File: config.mk
export PLATFORM = sky130hd
export DESIGN_NAME = ansi_color_escape_filter
export DESIGN_NICKNAME = d
export VERILOG_FILES = /design/src/rtl/core/acef_pkg.sv /design/src/rtl/core/acef_front.sv /design/src/rtl/core/acef_queue.sv /design/src/rtl/core/acef_back.sv /design/src/rtl/core/ansi_color_escape_filter.sv
export SDC_FILE = /design/constraint.sdc
export NUM_CORES = 1
export LEC_CHECK = 0
export ABC_CLOCK_PERIOD_IN_PS = 3100
export BUFFER_PORTS_ARGS = -buffer_cell sky130_fd_sc_hd__buf_4
export CAP_MARGIN = 10
export CORE_ASPECT_RATIO = 1.5
export CORE_MARGIN = 2
export CORE_UTILIZATION = 45
export CTS_CLUSTER_SIZE = 20
export DETAILED_ROUTE_END_ITERATION = 10
export PLACE_DENSITY_LB_ADDON = 0.3
export REMOVE_ABC_BUFFERS = 1
export SETUP_SLACK_MARGIN = 0.1
export SYNTH_ARGS = -nofsm -noshare
export SYNTH_HDL_FRONTEND = slang
export SYNTH_HIERARCHICAL = 1
export SYNTH_SLANG_ARGS = --single-unit
File: constraint.sdc
create_clock -name clock -period 3.1 [get_ports clock]
set_input_delay 0.62 -clock clock [delete_from_list [all_inputs] [get_ports clock]]
set_output_delay 0.62 -clock clock [all_outputs]
set_load 0.1 [all_outputs]
File: src/rtl/core/acef_pkg.sv
`timescale 1ns / 1ps
`default_nettype none

package acef_pkg;

   // Sequence text buffer.
   localparam int SEQ_CHARS = 12;
   localparam int SEQ_IDX_W = $clog2(SEQ_CHARS);
   localparam int SEQ_LEN_W = $clog2(SEQ_CHARS + 1);

   // Queue between the parser and the result sequencer.
   localparam int QUEUE_DEPTH = 4;
   localparam int QUEUE_PTR_W = $clog2(QUEUE_DEPTH);
   localparam int QUEUE_CNT_W = $clog2(QUEUE_DEPTH + 1);

   localparam logic [7:0] CHAR_ESC  = 8'd27;
   localparam logic [7:0] CHAR_OPEN = 8'h5B;
   localparam logic [7:0] CHAR_END  = 8'h6D;
   localparam logic [7:0] CHAR_NUL  = 8'h00;

   localparam logic [3:0] COLOR_DEFAULT = 4'd3;
   localparam logic [3:0] COLOR_GREY    = 4'd7;

   localparam logic KIND_CHAR  = 1'b0;
   localparam logic KIND_COLOR = 1'b1;

   // Color selector strings, left aligned and padded with spaces.
   localparam int SGR_COUNT = 8;
   localparam int SGR_MAX   = 11;

   localparam logic [0:SGR_COUNT-1][SGR_MAX*8-1:0] SGR_TEXT = '{
      "[39        ",
      "[38;5;252  ",
      "[38;5;31   ",
      "[38;5;70;01",
      "[38;5;246  ",
      "[38;5;214  ",
      "[38;5;67   ",
      "[38;5;68   "
   };

   localparam logic [0:SGR_COUNT-1][3:0] SGR_LEN = '{
      4'd3, 4'd9, 4'd8, 4'd11, 4'd9, 4'd9, 4'd8, 4'd8
   };

   localparam logic [0:SGR_COUNT-1][3:0] SGR_COLOR = '{
      4'd3, 4'd15, 4'd11, 4'd10, 4'd8, 4'd14, 4'd13, 4'd11
   };

   typedef enum logic [1:0] {
      PH_NORMAL,
      PH_ESC,
      PH_SEQ
   } phase_type;

   typedef logic [SEQ_CHARS-1:0][7:0] seq_text_type;

   // What one input byte asks the result side to send.
   typedef struct packed {
      logic       emit_char;
      logic [7:0] char_code;
      logic       emit_color;
      logic [3:0] color;
      logic       emit_grey;
   } cmd_type;

   typedef struct packed {
      logic    not_empty;
      logic    full;
      cmd_type head;
   } queue_status_type;

   // The first table entry whose length and text both match wins.
   function automatic logic [3:0] pick_color(input seq_text_type text,
                                             input logic [SEQ_LEN_W-1:0] len);
      logic [3:0] color;
      logic       same;
      color = COLOR_DEFAULT;
      for (int k = SGR_COUNT - 1; k >= 0; k--) begin
         same = (len == SEQ_LEN_W'(SGR_LEN[k]));
         for (int i = 0; i < SGR_MAX; i++) begin
            if (i < int'(SGR_LEN[k])) begin
               if (text[i] != SGR_TEXT[k][(SGR_MAX-1-i)*8 +: 8]) begin
                  same = 1'b0;
               end
            end
         end
         if (same) begin
            color = SGR_COLOR[k];
         end
      end
      return color;
   endfunction

endpackage

`default_nettype wire

File: src/rtl/core/acef_front.sv
`timescale 1ns / 1ps
`default_nettype none

module acef_front (
   input  wire logic             clock,
   input  wire logic             reset,
   input  wire logic             fire,
   input  wire logic [7:0]       in_byte,
   input  wire logic             in_last,
   input  wire logic             csr_write_enable,
   input  wire logic             csr_write_data,
   output acef_pkg::cmd_type     cmd,
   output logic                  push
);

   acef_pkg::phase_type                    phase_ff, phase_in;
   acef_pkg::phase_type                    eff_phase;
   logic [acef_pkg::SEQ_LEN_W-1:0]         len_ff, len_in, len_base;
   acef_pkg::seq_text_type                 text_ff;
   logic                                   color_enable_ff;
   logic                                   is_esc, is_open, is_end, append;

   always_comb begin
      is_esc  = (in_byte == acef_pkg::CHAR_ESC);
      is_open = !is_esc && (phase_ff == acef_pkg::PH_ESC) && (in_byte == acef_pkg::CHAR_OPEN);
      is_end  = !is_esc && (phase_ff == acef_pkg::PH_SEQ) && (in_byte == acef_pkg::CHAR_END);
      if (is_esc) begin
         eff_phase = acef_pkg::PH_ESC;
      end else if (is_open) begin
         eff_phase = acef_pkg::PH_SEQ;
      end else begin
         eff_phase = phase_ff;
      end
   end

   // Next state.
   always_comb begin
      phase_in = phase_ff;
      if (fire) begin
         if (in_last || is_end) begin
            phase_in = acef_pkg::PH_NORMAL;
         end else begin
            phase_in = eff_phase;
         end
      end
   end

   // Outputs and buffer updates. Opening bracket restarts the count; stale text beyond
   // the count is never compared, so the buffer itself needs no clearing.
   always_comb begin
      len_base = is_open ? '0 : len_ff;
      append   = (eff_phase == acef_pkg::PH_SEQ) && !is_end && (in_byte != acef_pkg::CHAR_NUL)
                 && (len_base < acef_pkg::SEQ_LEN_W'(acef_pkg::SEQ_CHARS));
      len_in   = len_ff;
      if (fire) begin
         if (in_last) begin
            len_in = '0;
         end else if (append) begin
            len_in = len_base + acef_pkg::SEQ_LEN_W'(1);
         end else begin
            len_in = len_base;
         end
      end
      cmd.emit_char  = (eff_phase == acef_pkg::PH_NORMAL);
      cmd.char_code  = in_byte;
      cmd.emit_color = is_end && color_enable_ff;
      cmd.color      = acef_pkg::pick_color(text_ff, len_ff);
      cmd.emit_grey  = in_last;
      push           = fire && (cmd.emit_char || cmd.emit_color || cmd.emit_grey);
   end

   always_ff @(posedge clock) begin
      if (reset) begin
         phase_ff        <= acef_pkg::PH_NORMAL;
         len_ff          <= '0;
         color_enable_ff <= 1'b1;
      end else begin
         phase_ff <= phase_in;
         len_ff   <= len_in;
         if (csr_write_enable) begin
            color_enable_ff <= csr_write_data;
         end
      end
   end

   always_ff @(posedge clock) begin
      if (fire && append) begin
         text_ff[len_base[acef_pkg::SEQ_IDX_W-1:0]] <= in_byte;
      end
   end

endmodule

`default_nettype wire

File: src/rtl/core/acef_queue.sv
`timescale 1ns / 1ps
`default_nettype none

module acef_queue (
   input  wire logic                 clock,
   input  wire logic                 reset,
   input  wire logic                 push,
   input  wire acef_pkg::cmd_type    push_cmd,
   input  wire logic                 pop,
   output acef_pkg::queue_status_type status
);

   acef_pkg::cmd_type                    entry_ff [acef_pkg::QUEUE_DEPTH];
   logic [acef_pkg::QUEUE_PTR_W-1:0]     wr_ptr_ff, rd_ptr_ff;
   logic [acef_pkg::QUEUE_CNT_W-1:0]     count_ff, count_in;

   always_comb begin
      status.not_empty = (count_ff != '0);
      status.full      = (count_ff == acef_pkg::QUEUE_CNT_W'(acef_pkg::QUEUE_DEPTH));
      status.head      = entry_ff[rd_ptr_ff];
      count_in         = count_ff;
      if (push && !pop) begin
         count_in = count_ff + acef_pkg::QUEUE_CNT_W'(1);
      end else if (pop && !push) begin
         count_in = count_ff - acef_pkg::QUEUE_CNT_W'(1);
      end
   end

   always_ff @(posedge clock) begin
      if (reset) begin
         wr_ptr_ff <= '0;
         rd_ptr_ff <= '0;
         count_ff  <= '0;
      end else begin
         count_ff <= count_in;
         if (push) begin
            wr_ptr_ff <= wr_ptr_ff + acef_pkg::QUEUE_PTR_W'(1);
         end
         if (pop) begin
            rd_ptr_ff <= rd_ptr_ff + acef_pkg::QUEUE_PTR_W'(1);
         end
      end
   end

   always_ff @(posedge clock) begin
      if (push) begin
         entry_ff[wr_ptr_ff] <= push_cmd;
      end
   end

endmodule

`default_nettype wire

File: src/rtl/core/acef_back.sv
`timescale 1ns / 1ps
`default_nettype none

module acef_back (
   input  wire logic                      clock,
   input  wire logic                      reset,
   input  wire acef_pkg::queue_status_type status,
   output logic                           pop,
   output logic                           rsp_valid,
   input  wire logic                      rsp_stall,
   output logic                           rsp_out_kind,
   output logic [7:0]                     rsp_out_char,
   output logic [3:0]                     rsp_out_color,
   output logic                           rsp_out_last
);

   logic       pend_char_ff, pend_color_ff, pend_grey_ff;
   logic       pend_char_in, pend_color_in, pend_grey_in;
   logic [7:0] char_ff;
   logic [3:0] color_ff;
   logic       busy, fire, load;

   always_comb begin
      busy = pend_char_ff || pend_color_ff || pend_grey_ff;
      fire = busy && !rsp_stall;

      // Results of one byte go out in order: character or color first, then grey.
      pend_char_in  = pend_char_ff;
      pend_color_in = pend_color_ff;
      pend_grey_in  = pend_grey_ff;
      if (fire) begin
         if (pend_char_ff) begin
            pend_char_in = 1'b0;
         end else if (pend_color_ff) begin
            pend_color_in = 1'b0;
         end else begin
            pend_grey_in = 1'b0;
         end
      end

      load = status.not_empty && !(pend_char_in || pend_color_in || pend_grey_in);
      pop  = load;
      if (load) begin
         pend_char_in  = status.head.emit_char;
         pend_color_in = status.head.emit_color;
         pend_grey_in  = status.head.emit_grey;
      end
   end

   always_comb begin
      rsp_valid     = busy;
      rsp_out_kind  = pend_char_ff ? acef_pkg::KIND_CHAR : acef_pkg::KIND_COLOR;
      rsp_out_char  = pend_char_ff ? char_ff : 8'd0;
      rsp_out_last  = !pend_char_ff && !pend_color_ff;
      if (pend_char_ff) begin
         rsp_out_color = 4'd0;
      end else if (pend_color_ff) begin
         rsp_out_color = color_ff;
      end else begin
         rsp_out_color = acef_pkg::COLOR_GREY;
      end
   end

   always_ff @(posedge clock) begin
      if (reset) begin
         pend_char_ff  <= 1'b0;
         pend_color_ff <= 1'b0;
         pend_grey_ff  <= 1'b0;
      end else begin
         pend_char_ff  <= pend_char_in;
         pend_color_ff <= pend_color_in;
         pend_grey_ff  <= pend_grey_in;
      end
   end

   always_ff @(posedge clock) begin
      if (load) begin
         char_ff  <= status.head.char_code;
         color_ff <= status.head.color;
      end
   end

endmodule

`default_nettype wire

File: src/rtl/core/ansi_color_escape_filter.sv
// Channel   Direction  Handshake                 Payload
// req       in         req_valid / req_stall     req_in_byte, req_in_last
// rsp       out        rsp_valid / rsp_stall     rsp_out_kind, rsp_out_char, rsp_out_color,
//                                                rsp_out_last
// csr       in         csr_write_enable          csr_write_data (color enable)
//
// The parser takes one byte per cycle while req_stall is low; a byte that causes results
// is written to the command queue, then to the result sequencer's pending flags, before
// its first result is offered. The sequencer sends one result per cycle unless rsp_stall
// is high, so a byte with two results (color or character, then grey) occupies it for both.
// A four-entry command queue separates the two; req_stall rises only when it is full.
// Reset is synchronous and active high; it clears phase, length, queue and sets color enable.
`timescale 1ns / 1ps
`default_nettype none

module ansi_color_escape_filter (
   input  wire logic       clock,
   input  wire logic       reset,
   input  wire logic       req_valid,
   output logic            req_stall,
   input  wire logic [7:0] req_in_byte,
   input  wire logic       req_in_last,
   output logic            rsp_valid,
   input  wire logic       rsp_stall,
   output logic            rsp_out_kind,
   output logic [7:0]      rsp_out_char,
   output logic [3:0]      rsp_out_color,
   output logic            rsp_out_last,
   input  wire logic       csr_write_enable,
   input  wire logic       csr_write_data
);

   acef_pkg::cmd_type          cmd;
   acef_pkg::queue_status_type status;
   logic                       push, pop, req_fire;

   assign req_stall = status.full;
   assign req_fire  = req_valid && !req_stall;

   acef_front u_front (
      .clock            (clock),
      .reset            (reset),
      .fire             (req_fire),
      .in_byte          (req_in_byte),
      .in_last          (req_in_last),
      .csr_write_enable (csr_write_enable),
      .csr_write_data   (csr_write_data),
      .cmd              (cmd),
      .push             (push)
   );

   acef_queue u_queue (
      .clock    (clock),
      .reset    (reset),
      .push     (push),
      .push_cmd (cmd),
      .pop      (pop),
      .status   (status)
   );

   acef_back u_back (
      .clock         (clock),
      .reset         (reset),
      .status        (status),
      .pop           (pop),
      .rsp_valid     (rsp_valid),
      .rsp_stall     (rsp_stall),
      .rsp_out_kind  (rsp_out_kind),
      .rsp_out_char  (rsp_out_char),
      .rsp_out_color (rsp_out_color),
      .rsp_out_last  (rsp_out_last)
   );

   // A character result never carries a color and never closes a document.
   a_char_clean: assert property (@(posedge clock) disable iff (reset)
      rsp_valid && (rsp_out_kind == acef_pkg::KIND_CHAR) |-> (rsp_out_color == 4'd0)
      && !rsp_out_last)
      else $error("character result with color or last flag");

   // A color result carries no character.
   a_color_clean: assert property (@(posedge clock) disable iff (reset)
      rsp_valid && (rsp_out_kind == acef_pkg::KIND_COLOR) |-> (rsp_out_char == 8'd0))
      else $error("color result with nonzero character");

   // A full queue implies the sequencer already holds work.
   a_full_busy: assert property (@(posedge clock) disable iff (reset)
      req_stall |-> rsp_valid)
      else $error("queue full while result side idle");

   // The last-document result always carries the grey reset color.
   a_last_grey: assert property (@(posedge clock) disable iff (reset)
      rsp_valid && rsp_out_last |-> (rsp_out_color == acef_pkg::COLOR_GREY))
      else $error("last result without grey color");

endmodule

`default_nettype wire
==> flow_metrics.tcl, run 1 <==
set metrics [dict create \
    status "completed" \
    route.antenna.remaining_nets 0 \
    diodes 0 \
    grt_pass1_wl_mm 20.31 \
    io_buffers 30 \
    antenna_found_initial 0 \
    holdCritPathClass "in -> reg" \
    drt-total-wl_mm 12.62 \
    post_cts_buffers 0 \
    synth.top_cell.area_share_pct 66.42 \
    required_ns 3.46 \
    worstSetupStartpointType "input port" \
    max_freq_mhz 377.2 \
    htreeDepth 4 \
    worstHoldEndpoint "u_front/color_enable_ff$_SDFFE_PP1P_" \
    nets 508 \
    place_ws_ns 0.02960 \
    cts_made_buffers 17 \
    ff_latch_area_sq_um 5185 \
    avgRoutedWirePerCell_microns 18.05 \
    multi_input_comb_area_sq_um 1814 \
    end_kind "register" \
    cts_max_path_buffers 2 \
    synth_cells 439 \
    grt_pass1_vias 3951 \
    cts_resized 0 \
    p_seq_share_pct 45.2 \
    synth_seq_cells 179 \
    design_area_sq_um 8239 \
    grt_usage_pct 15.55 \
    placed_cell_area_sq_um 7666 \
    p_switching_mw 2.173 \
    p_sw_share_pct 33.07 \
    clk_latency_ns 0.42 \
    drc 0 \
    r2r-start "u_front/phase_ff[0]$_SDFFE_PP0P_" \
    setup_viol 0 \
    hold_viol 0 \
    clockRootBuffer "clkbuf_16" \
    fillers 1302 \
    powerDensity_nw_per_um2 797.6 \
    rows 56 \
    tightest_slew_ns 0.7440 \
    reg2reg_depth 11 \
    post-route-period-util_pct 85.51 \
    avgViaCountPerCell 5.522 \
    rsz0062_at_grt "false" \
    vias 3860 \
    numClockSinks 179 \
    finalWeightedCongestion 0.8546 \
    yosys.area.top_type "edfxtp_1" \
    async_reset_ff_share_pct 0 \
    drv_slew 0 \
    setup.worst_path.class "in -> reg" \
    synth.area.top_cells "edfxtp_1 (66%), dfxtp_1 (5.3%), mux4_2 (3.1%)" \
    synth_ff_type "edfxtp_1" \
    grt_start_max_net_pins 22 \
    cp.arrival_ns 3.01 \
    pwr-share-clk_pct 30.7 \
    p_int_mw 4.398 \
    die_area_sq_um 17120 \
    area_delta_synth_final_pct 13.91 \
    drtIter0Drc 328 \
    reg2reg_slack_ns 0.52 \
    hold_ws_ns 0.4075 \
    synth-edff-count 160 \
    clk_pin_slew_worst_paths_ns 0.07 \
    tritoncts "done" \
    avgSynthCellArea_sq_um 16.48 \
    hold_buffers 0 \
    ys_warn_count 6 \
    rr_endpoint "u_queue/count_ff[2]$_SDFFE_PP0P_" \
    p_comb_share_pct 24.1 \
    fin_ws_ns 0.4491 \
    layout-drive-gt1-share_pct 20.56 \
    hold_start "csr_write_data" \
    yosysSeqAreaShare_pct 71.68 \
    initial_utilization_pct 46.09 \
    min_period_ns 2.651 \
    dp_hpwl_mm 8.279 \
    grt_overflow_total 0 \
    hold_depth 2 \
    ios 31 \
    die_y_microns 159.3 \
    p_leak_nw 2.720 \
    coreArea_sq_um 15700 \
    maxCapViolCount 0 \
    relSlewSlack_pct 50.33 \
    drtPass1Iterations 5 \
    syn_area_sq_um 7233 \
    path_max_fanout 3 \
    fp.dieW_microns 107.5 \
    vdd_drop_max_uv 792.5 \
    skew_ns 0.009534 \
    synth_cell_types 66 \
]
[critical path, stage by stage]
cell and delay [ns]:
buf_4 0.11, or3_1 0.39, nor3_1 0.21, buf_4 0.15, and2_1 0.14, o31a_1 0.15, ha_1 0.19, inv_1 0.06
fa_1 0.37, xor2_1 0.18, or3_1 0.30, a21oi_1 0.14
[final cells by class]
cell class | count | share of cell area, %
sequential | 179 | 62.93
tap | 203 | 3.083
inverter | 14 | 0.6378
clock inverter | 15 | 1.792
multi-input combinational | 223 | 22.02
timing repair buffer | 48 | 4.374
clock buffer | 17 | 5.163
[cell families (layout without fill, tap and decap cells)]
| kind of cell | count (synthesis) | count (layout) | synth area share, % |
|---|---|---|---|
| adder cells (fa/ha/maj) | 11 | 11 | 1.989 |
| multiplexers | 17 | 17 | 5.207 |
| AND/OR/NAND/NOR | 148 | 148 | 13.44 |
| buffers and inverters | 37 | 94 | 3.235 |
| flip-flops | 179 | 179 | 71.68 |
| AO/OA/AOI/OAI | 42 | 42 | 3.840 |
| XOR/XNOR | 5 | 5 | 0.6055 |
[per-layer routing]
layer  routed length [microns]  GRT usage [%]  up-vias
met5                         0              0        -
met4                       191          5.594        0
met3                       461          3.520       14
met2                      6862          27.39       98
met1                      5101          18.41     1949
li1                          -              -     1799
[power by group through the flow]
stage	combinational (mW)	clock, mW	sequential [mW]
after global routing	1.68	2.16	3.00
after global placement	1.57	0	3.02
after detailed placement	1.60	0	3.02
final	1.59	2.02	2.97
after floorplan	1.17	0	3.04
after CTS	1.60	2.06	2.97
[per-stage QoR]
stage	TNS, ns	instances	utilization (%)	power, mW
after global routing	0	699	52.50	6.835
final	0	699	52.50	6.571
after detailed placement	0	667	48.84	4.623
after floorplan	-108.10	416	-	4.205
after CTS	0	699	52.50	6.631
after global placement	0	667	48.84	4.589
[layout by cell type (no fill, tap or decap), types with 3 or more instances in the layout]
master     netlist  layout
a21oi_1         13      13
and2_1          25      25
and4b_1          3       3
buf_4           12      48
clkbuf_16        0      17
clkinv_4         0       3
dfxtp_1         19      19
edfxtp_1       160     160
ha_1             9       9
inv_1           12      12
inv_8            0       5
mux4_1           5       5
mux4_2          10      10
nand2_1         11      11
nand2b_1         6       6
nand3_1          8       8
nand3b_1         3       3
nand4_1          5       5
nand4b_1         4       4
nor2_1          20      20
nor3_1           6       6
nor3b_1          6       6
nor4_1           7       7
nor4b_1          7       7
nor4bb_1         8       8
o211ai_1         3       3
o21ai_0          8       8
or3_1            5       5
or4_1            5       5
xor2_1           3       3
[worst max path at each step]
stage / startpoint / endpoint / slack [ns] / cells past startpoint
global route: req_in_byte[4] / u_queue/count_ff[2]$_SDFFE_PP0P_ / 0.24 / 12
floorplan: u_queue/count_ff[0]$_SDFFE_PP0P_ / u_queue/count_ff[2]$_SDFFE_PP0P_ / -1.04 / 9
finish: req_in_byte[1] / u_queue/count_ff[2]$_SDFFE_PP0P_ / 0.45 / 12
global placement: req_in_byte[1] / u_queue/count_ff[2]$_SDFFE_PP0P_ / 0.06 / 12
CTS: req_in_byte[1] / u_queue/count_ff[2]$_SDFFE_PP0P_ / 0.46 / 12
detailed placement: req_in_byte[1] / u_queue/count_ff[2]$_SDFFE_PP0P_ / 0.03 / 12
[Yosys cell counts (all sizes together) (2+ instances only)]
cell type	count
a211oi	2
a21o	2
a21oi	13
a31oi	2
and2	25
and3	2
and3b	2
and4b	3
buf	20
clkbuf	3
dfxtp	19
edfxtp	160
ha	9
inv	14
mux2i	2
mux4	15
nand2	12
nand2b	6
nand3	8
nand3b	3
nand4	5
nand4b	4
nand4bb	2
nor2	20
nor2b	3
nor3	7
nor3b	6
nor4	7
nor4b	7
nor4bb	8
o211ai	3
o21a	2
o21ai	9
or2b	2
or3	5
or4	6
or4bb	2
xnor2	2
xor2	3
[registers in the layout, indices dropped and copies added (netlist names), named ones only]
| signal | count |
|---|---|
| u_front/color_enable_ff | 1 |
| u_back/pend_grey_ff | 1 |
| u_queue/wr_ptr_ff | 2 |
| u_queue/rd_ptr_ff | 2 |
| u_back/pend_color_ff | 1 |
| u_queue/entry_ff | 60 |
| u_back/char_ff | 8 |
| u_front/phase_ff | 2 |
| u_front/text_ff | 88 |
| u_queue/count_ff | 3 |
| u_back/color_ff | 4 |
| u_back/pend_char_ff | 1 |
| u_front/len_ff | 4 |
(Power assumes the default switching activity.)
==> inputs of run 2 (changes only) <==
--- a/config.mk
+++ b/config.mk
@@ -8,11 +8,12 @@
 export ABC_CLOCK_PERIOD_IN_PS = 3100
 export BUFFER_PORTS_ARGS = -buffer_cell sky130_fd_sc_hd__buf_4
 export CAP_MARGIN = 10
-export CORE_ASPECT_RATIO = 1.5
-export CORE_MARGIN = 2
+export CORE_ASPECT_RATIO = 0.75
+export CORE_MARGIN = 1
 export CORE_UTILIZATION = 45
 export CTS_CLUSTER_SIZE = 20
 export DETAILED_ROUTE_END_ITERATION = 10
+export GPL_TIMING_DRIVEN = 0
 export PLACE_DENSITY_LB_ADDON = 0.3
 export REMOVE_ABC_BUFFERS = 1
 export SETUP_SLACK_MARGIN = 0.1
==> flow_metrics.tcl, run 2 (synthesis results as in run 1) <==
set metrics [dict create \
    status "completed" \
    clk_latency_ns 0.43 \
    skew_ns 0.01903 \
    fillers 1210 \
    cpPeakStageDelay_ns 0.45 \
    p_sw_share_pct 33.51 \
    vias 3754 \
    max_freq_mhz 353.9 \
    gr-usage-met1_pct 23.76 \
    p_seq_share_pct 45.7 \
    path_delay_family "simple AND/OR/NAND/NOR gates" \
    avgViaCountPerCell 5.480 \
    grt_start_max_net_pins 22 \
    totalPowerFinal_mw 6.667 \
    placed_cells 651 \
    maxCapViolCount 0 \
    diodes 0 \
    cp_cell_sequence "buf_4, or3_1, nor3_4, and2_4, o31a_1, ha_1, inv_1, fa_1, xor2_1, or3_1, a21oi_2" \
    fin_util_pct 52.88 \
    ios 31 \
    end_kind "register" \
    ff_latch_area_sq_um 5187 \
    p_leak_nw 2.675 \
    gr-usage-met3_pct 5.287 \
    cp.arrival_ns 3.18 \
    final.setup.tns_ns 0 \
    area_delta_synth_final_pct 13.09 \
    layout-drive-gt1-share_pct 19.58 \
    hold_depth 2 \
    htreeDepth 4 \
    vdd_drop_max_uv 562.0 \
    final_common_cell "edfxtp_1" \
    worstSetupStartpointType "input port" \
    hold_viol 0 \
    finalNonFillerCells 685 \
    required_ns 3.46 \
    grt_pass1_vias 3731 \
    route.antenna.remaining_nets 0 \
    avgRoutedWirePerCell_microns 18.80 \
    setup.worst_path.class "in -> reg" \
    tritoncts "done" \
    numClockSinks 179 \
    reg2reg_depth 10 \
    fp.dieW_microns 148.4 \
    multi_input_comb_area_sq_um 1838 \
    pwr-share-clk_pct 31.9 \
    p_int_mw 4.433 \
    die_y_microns 111.8 \
    cpMaxStageDelayCell "or3_1" \
    busiest_layer "met2" \
    nets 492 \
    drt-total-wl_mm 12.88 \
    coreArea_sq_um 15470 \
    drtPass1Iterations 4 \
    die_area_sq_um 16590 \
    grt_overflow_total 0 \
    grt_usage_pct 16.84 \
    critical_path_buf_inv_count 2 \
    path_max_fanout 18 \
    cts_made_buffers 17 \
    finalWeightedCongestion 0.8173 \
    cp_common_cell "or3_1" \
    p_switching_mw 2.234 \
    setup_viol 0 \
    drv_slew 0 \
    hold_buffers 0 \
    initial_utilization_pct 46.76 \
    dp_hpwl_mm 8.115 \
    use_met2_pct 25.60 \
    powerDensity_nw_per_um2 815.0 \
    relSlewSlack_pct 31.35 \
    largest_register_ff_count 88 \
    grt_pass1_wl_mm 20.19 \
    final_cell_mix "edfxtp_1 (160), buf_4 (32), and2_1 (24)" \
    holdCritPathClass "in -> reg" \
    rsz0062_at_grt "false" \
    io_buffers 30 \
    clk_pin_slew_worst_paths_ns 0.07 \
    post-route-period-util_pct 91.14 \
    cts_max_path_buffers 2 \
    tightest_slew_ns 1.028 \
    cp.depth 11 \
    min_period_ns 2.825 \
    clockRootBuffer "clkbuf_16" \
    rows 39 \
    antenna_found_initial 0 \
    drtIter0Drc 254 \
    p_comb_share_pct 22.4 \
    drc 0 \
]
## run 2: changes by cell type in the layout (fill, tap and decap cells not counted), moves of 2 or more
cell      previous run  this run
clkinv_1             2         0
buf_4               48        32
dfxtp_1             19        17
dfxtp_2              0         2
## run 2: layout make-up
type                       count  share of cell area (%)
inverter                      14                  0.6424
sequential                   179                   63.41
multi-input combinational    223                   22.47
tap                          205                   3.136
clock inverter                14                   1.897
clock buffer                  18                   5.506
timing repair buffer          32                   2.937
## run 2: what timing repair did
item,CTS,global route
resized for setup,3,5
setup endpoints to repair,1,2
pin swaps,1,2
buffers inserted,1,1
## run 2: metrics by stage
| stage | setup slack, ns | hold WS [ns] | area, sq um |
|---|---|---|---|
| floorplan | -1.041 | 0.4553 | 7052 |
| global placement | -0.3654 | 0.4724 | 7533 |
| detailed placement | -0.5820 | 0.5231 | 7533 |
| CTS | 0.1158 | 0.3818 | 8154 |
| global route | 0.1077 | 0.3827 | 8180 |
| finish | 0.2747 | 0.3891 | 8180 |
## run 2: power by group through the flow
stage / clock network, mW / logic, mW / registers (mW)
floorplan: 0 / 1.17 / 3.04
global placement: 0 / 1.46 / 3.09
detailed placement: 0 / 1.49 / 3.11
CTS: 2.16 / 1.50 / 3.05
global route: 2.25 / 1.58 / 3.08
finish: 2.13 / 1.49 / 3.05
## run 2: worst paths after layout
path                                      from                                   end  slack (ns)
max                             req_in_byte[1]      u_queue/count_ff[2]$_SDFFE_PP0P_        0.27
max reg2reg    u_back/pend_color_ff$_SDFF_PP0_      u_queue/count_ff[2]$_SDFFE_PP0P_        0.31
min                             csr_write_data  u_front/color_enable_ff$_SDFFE_PP1P_        0.39
min reg2reg  u_queue/rd_ptr_ff[1]$_SDFFE_PP0P_     u_queue/rd_ptr_ff[1]$_SDFFE_PP0P_        0.55
## run 2: worst register-to-register path, cell delays in order, from the launching register on
cell and delay (ns):
dfxtp_2 0.51, maj3_2 0.24, nor2_1 0.03, o21a_1 0.45, inv_1 0.15, ha_1 0.19
inv_1 0.06, fa_1 0.38, xor2_1 0.18, or3_1 0.35, a21oi_2 0.17
## run 2: layer usage
metal / vias to the layer above / wire length, microns
li1: 1770 / -
met1: 1909 / 6265
met2: 68 / 6008
met3: 7 / 498
met4: 0 / 109
met5: - / 0
==> inputs of run 3 (changes only) <==
--- a/config.mk
+++ b/config.mk
@@ -13,7 +13,9 @@
 export CORE_UTILIZATION = 45
 export CTS_CLUSTER_SIZE = 20
 export DETAILED_ROUTE_END_ITERATION = 10
+export GPL_ROUTABILITY_DRIVEN = 0
 export GPL_TIMING_DRIVEN = 0
+export MAX_ROUTING_LAYER = met4
 export PLACE_DENSITY_LB_ADDON = 0.3
 export REMOVE_ABC_BUFFERS = 1
 export SETUP_SLACK_MARGIN = 0.1
==> flow_metrics.tcl, run 3 (synthesis results as in run 1) <==
set metrics [dict create \
    rsz0062_at_grt "false" \
    fin_util_pct 52.88 \
    grt_pass1_vias 3728 \
    powerDensity_nw_per_um2 813.9 \
    p_leak_nw 2.675 \
    cts_max_path_buffers 2 \
    nets 492 \
    area_delta_synth_final_pct 13.09 \
    rr_endpoint "u_queue/count_ff[2]$_SDFFE_PP0P_" \
    final_cell_mix "edfxtp_1 (160), buf_4 (32), and2_1 (24)" \
    post-route-period-util_pct 91.28 \
    max_freq_mhz 353.4 \
    ios 31 \
    route.antenna.remaining_nets 0 \
    end_kind "register" \
    coreArea_sq_um 15470 \
    diodes 0 \
    avgViaCountPerCell 5.455 \
    use_met2_pct 25.63 \
    reg2reg_slack_ns 0.31 \
    numClockSinks 179 \
    grt_pass1_wl_mm 20.19 \
    crit_end "u_queue/count_ff[2]$_SDFFE_PP0P_" \
    hold_buffers 0 \
    busiest_layer "met2" \
    setup_viol 0 \
    min_period_ns 2.830 \
    layout-drive-gt1-share_pct 19.58 \
    drtIter0Drc 261 \
    fp.dieW_microns 148.4 \
    grt_usage_pct 17.42 \
    totalPowerFinal_mw 6.658 \
    cp.depth 11 \
    clk_pin_slew_worst_paths_ns 0.07 \
    die_y_microns 111.8 \
    cpMaxStageDelayCell "or3_1" \
    gr-usage-met1_pct 23.71 \
    final_common_cell "edfxtp_1" \
    dp_hpwl_mm 8.115 \
    io_buffers 30 \
    placed_cell_area_sq_um 7533 \
    crit_start "req_in_byte[1]" \
    htreeDepth 4 \
    die_area_sq_um 16590 \
    cpPeakStageDelay_ns 0.44 \
    tritoncts "done" \
    worstSetupStartpointType "input port" \
    largest_register_ff_count 88 \
    rows 39 \
    status "completed" \
    skew_ns 0.01111 \
    setup.worst_path.class "in -> reg" \
    reg2reg_depth 9 \
    cts_made_buffers 17 \
    fillers 1210 \
    cp.arrival_ns 3.18 \
    drt-total-wl_mm 12.89 \
    clk_latency_ns 0.42 \
    initial_utilization_pct 46.76 \
    grt_start_max_net_pins 22 \
    drc 0 \
    clockRootBuffer "clkbuf_16" \
    cp_cell_sequence "buf_4, or3_1, nor3_4, and2_4, o31a_1, ha_1, inv_1, fa_1, xor2_1, or3_1, a21oi_2" \
    hold_viol 0 \
    grt_overflow_total 0 \
    path_delay_family "simple AND/OR/NAND/NOR gates" \
    relSlewSlack_pct 33.48 \
    vias 3737 \
    tightest_slew_ns 0.9965 \
    required_ns 3.45 \
    holdCritPathClass "in -> reg" \
    vdd_drop_max_uv 562.0 \
    path_max_fanout 18 \
    drv_slew 0 \
    critical_path_buf_inv_count 2 \
    maxCapViolCount 0 \
    antenna_found_initial 0 \
    avgRoutedWirePerCell_microns 18.82 \
    r2r-start "u_queue/count_ff[1]$_SDFFE_PP0P_" \
    cp_common_cell "or3_1" \
    design_area_sq_um 8180 \
    drtPass1Iterations 4 \
    gr-usage-met3_pct 5.041 \
]
run 3: area by class of cell:
class / instances / area [sq um] / share of cell area (%)
Inverter: 14 / 52.55 / 0.6424
Timing Repair Buffer: 32 / 240.2 / 2.937
Tap cell: 205 / 256.5 / 3.136
Sequential cell: 179 / 5187 / 63.41
Multi-Input combinational cell: 223 / 1838 / 22.47
Clock buffer: 18 / 450.4 / 5.506
Clock inverter: 14 / 155.1 / 1.897
run 3: worst reg2reg max path: cells and delay by family, from the launching register on:
family,cells,cell delay [ns]
and+or+nand+nor,2,0.84
buffers and inverters,2,0.21
adders and majority gates,2,0.57
AOI/OAI and AO/OA,2,0.58
DFF,1,0.35
xor gates and xnor gates,1,0.18
run 3: routing by layer:
metal  wire length, microns  vias to the layer above  share of wire (%)
met2                   6161                       80                 48
li1                       -                     1769                  -
met1                   6108                     1884                 47
met4                     63                        0               0.49
met5                      0                        -                  0
met3                    558                        4                4.3
run 3: worst min path at each step:
stage	to	cells after the start	startpoint
2_1_floorplan	u_queue/count_ff[2]$_SDFFE_PP0P_	2	u_queue/count_ff[2]$_SDFFE_PP0P_
3_3_place_gp	u_queue/count_ff[2]$_SDFFE_PP0P_	2	u_queue/count_ff[2]$_SDFFE_PP0P_
3_5_place_dp	u_queue/rd_ptr_ff[1]$_SDFFE_PP0P_	2	u_queue/rd_ptr_ff[1]$_SDFFE_PP0P_
4_1_cts	u_front/color_enable_ff$_SDFFE_PP1P_	2	csr_write_data
5_1_grt	u_front/color_enable_ff$_SDFFE_PP1P_	2	csr_write_data
6_report	u_front/color_enable_ff$_SDFFE_PP1P_	2	csr_write_data
run 3: stage by stage:
step	TNS, ns	hold WS [ns]	cells	setup slack [ns]
detailed placement	-15.52	0.5231	651	-0.5820
CTS	0	0.3818	684	0.1158
floorplan	-108.10	0.4553	416	-1.041
finish	0	0.3984	685	0.2704
global route	0	0.3811	685	0.1093
global placement	-12.08	0.4724	651	-0.3654
run 3: report_power, final:
part | internal (mW) | switching (mW) | total, mW | leakage (nW)
Sequential | 2.87 | 0.178 | 3.05 | 1.59
Clock | 1.13 | 0.985 | 2.12 | 0.299
Combinational | 0.433 | 1.06 | 1.49 | 0.788
Total | 4.43 | 2.22 | 6.66 | 2.67
run 3: what timing repair did:
action                                  4_1_cts  5_1_grt
gates resized for setup                       3        5
buffers inserted                              1        1
endpoints found under the setup margin        1        2
pin swaps                                     1        2
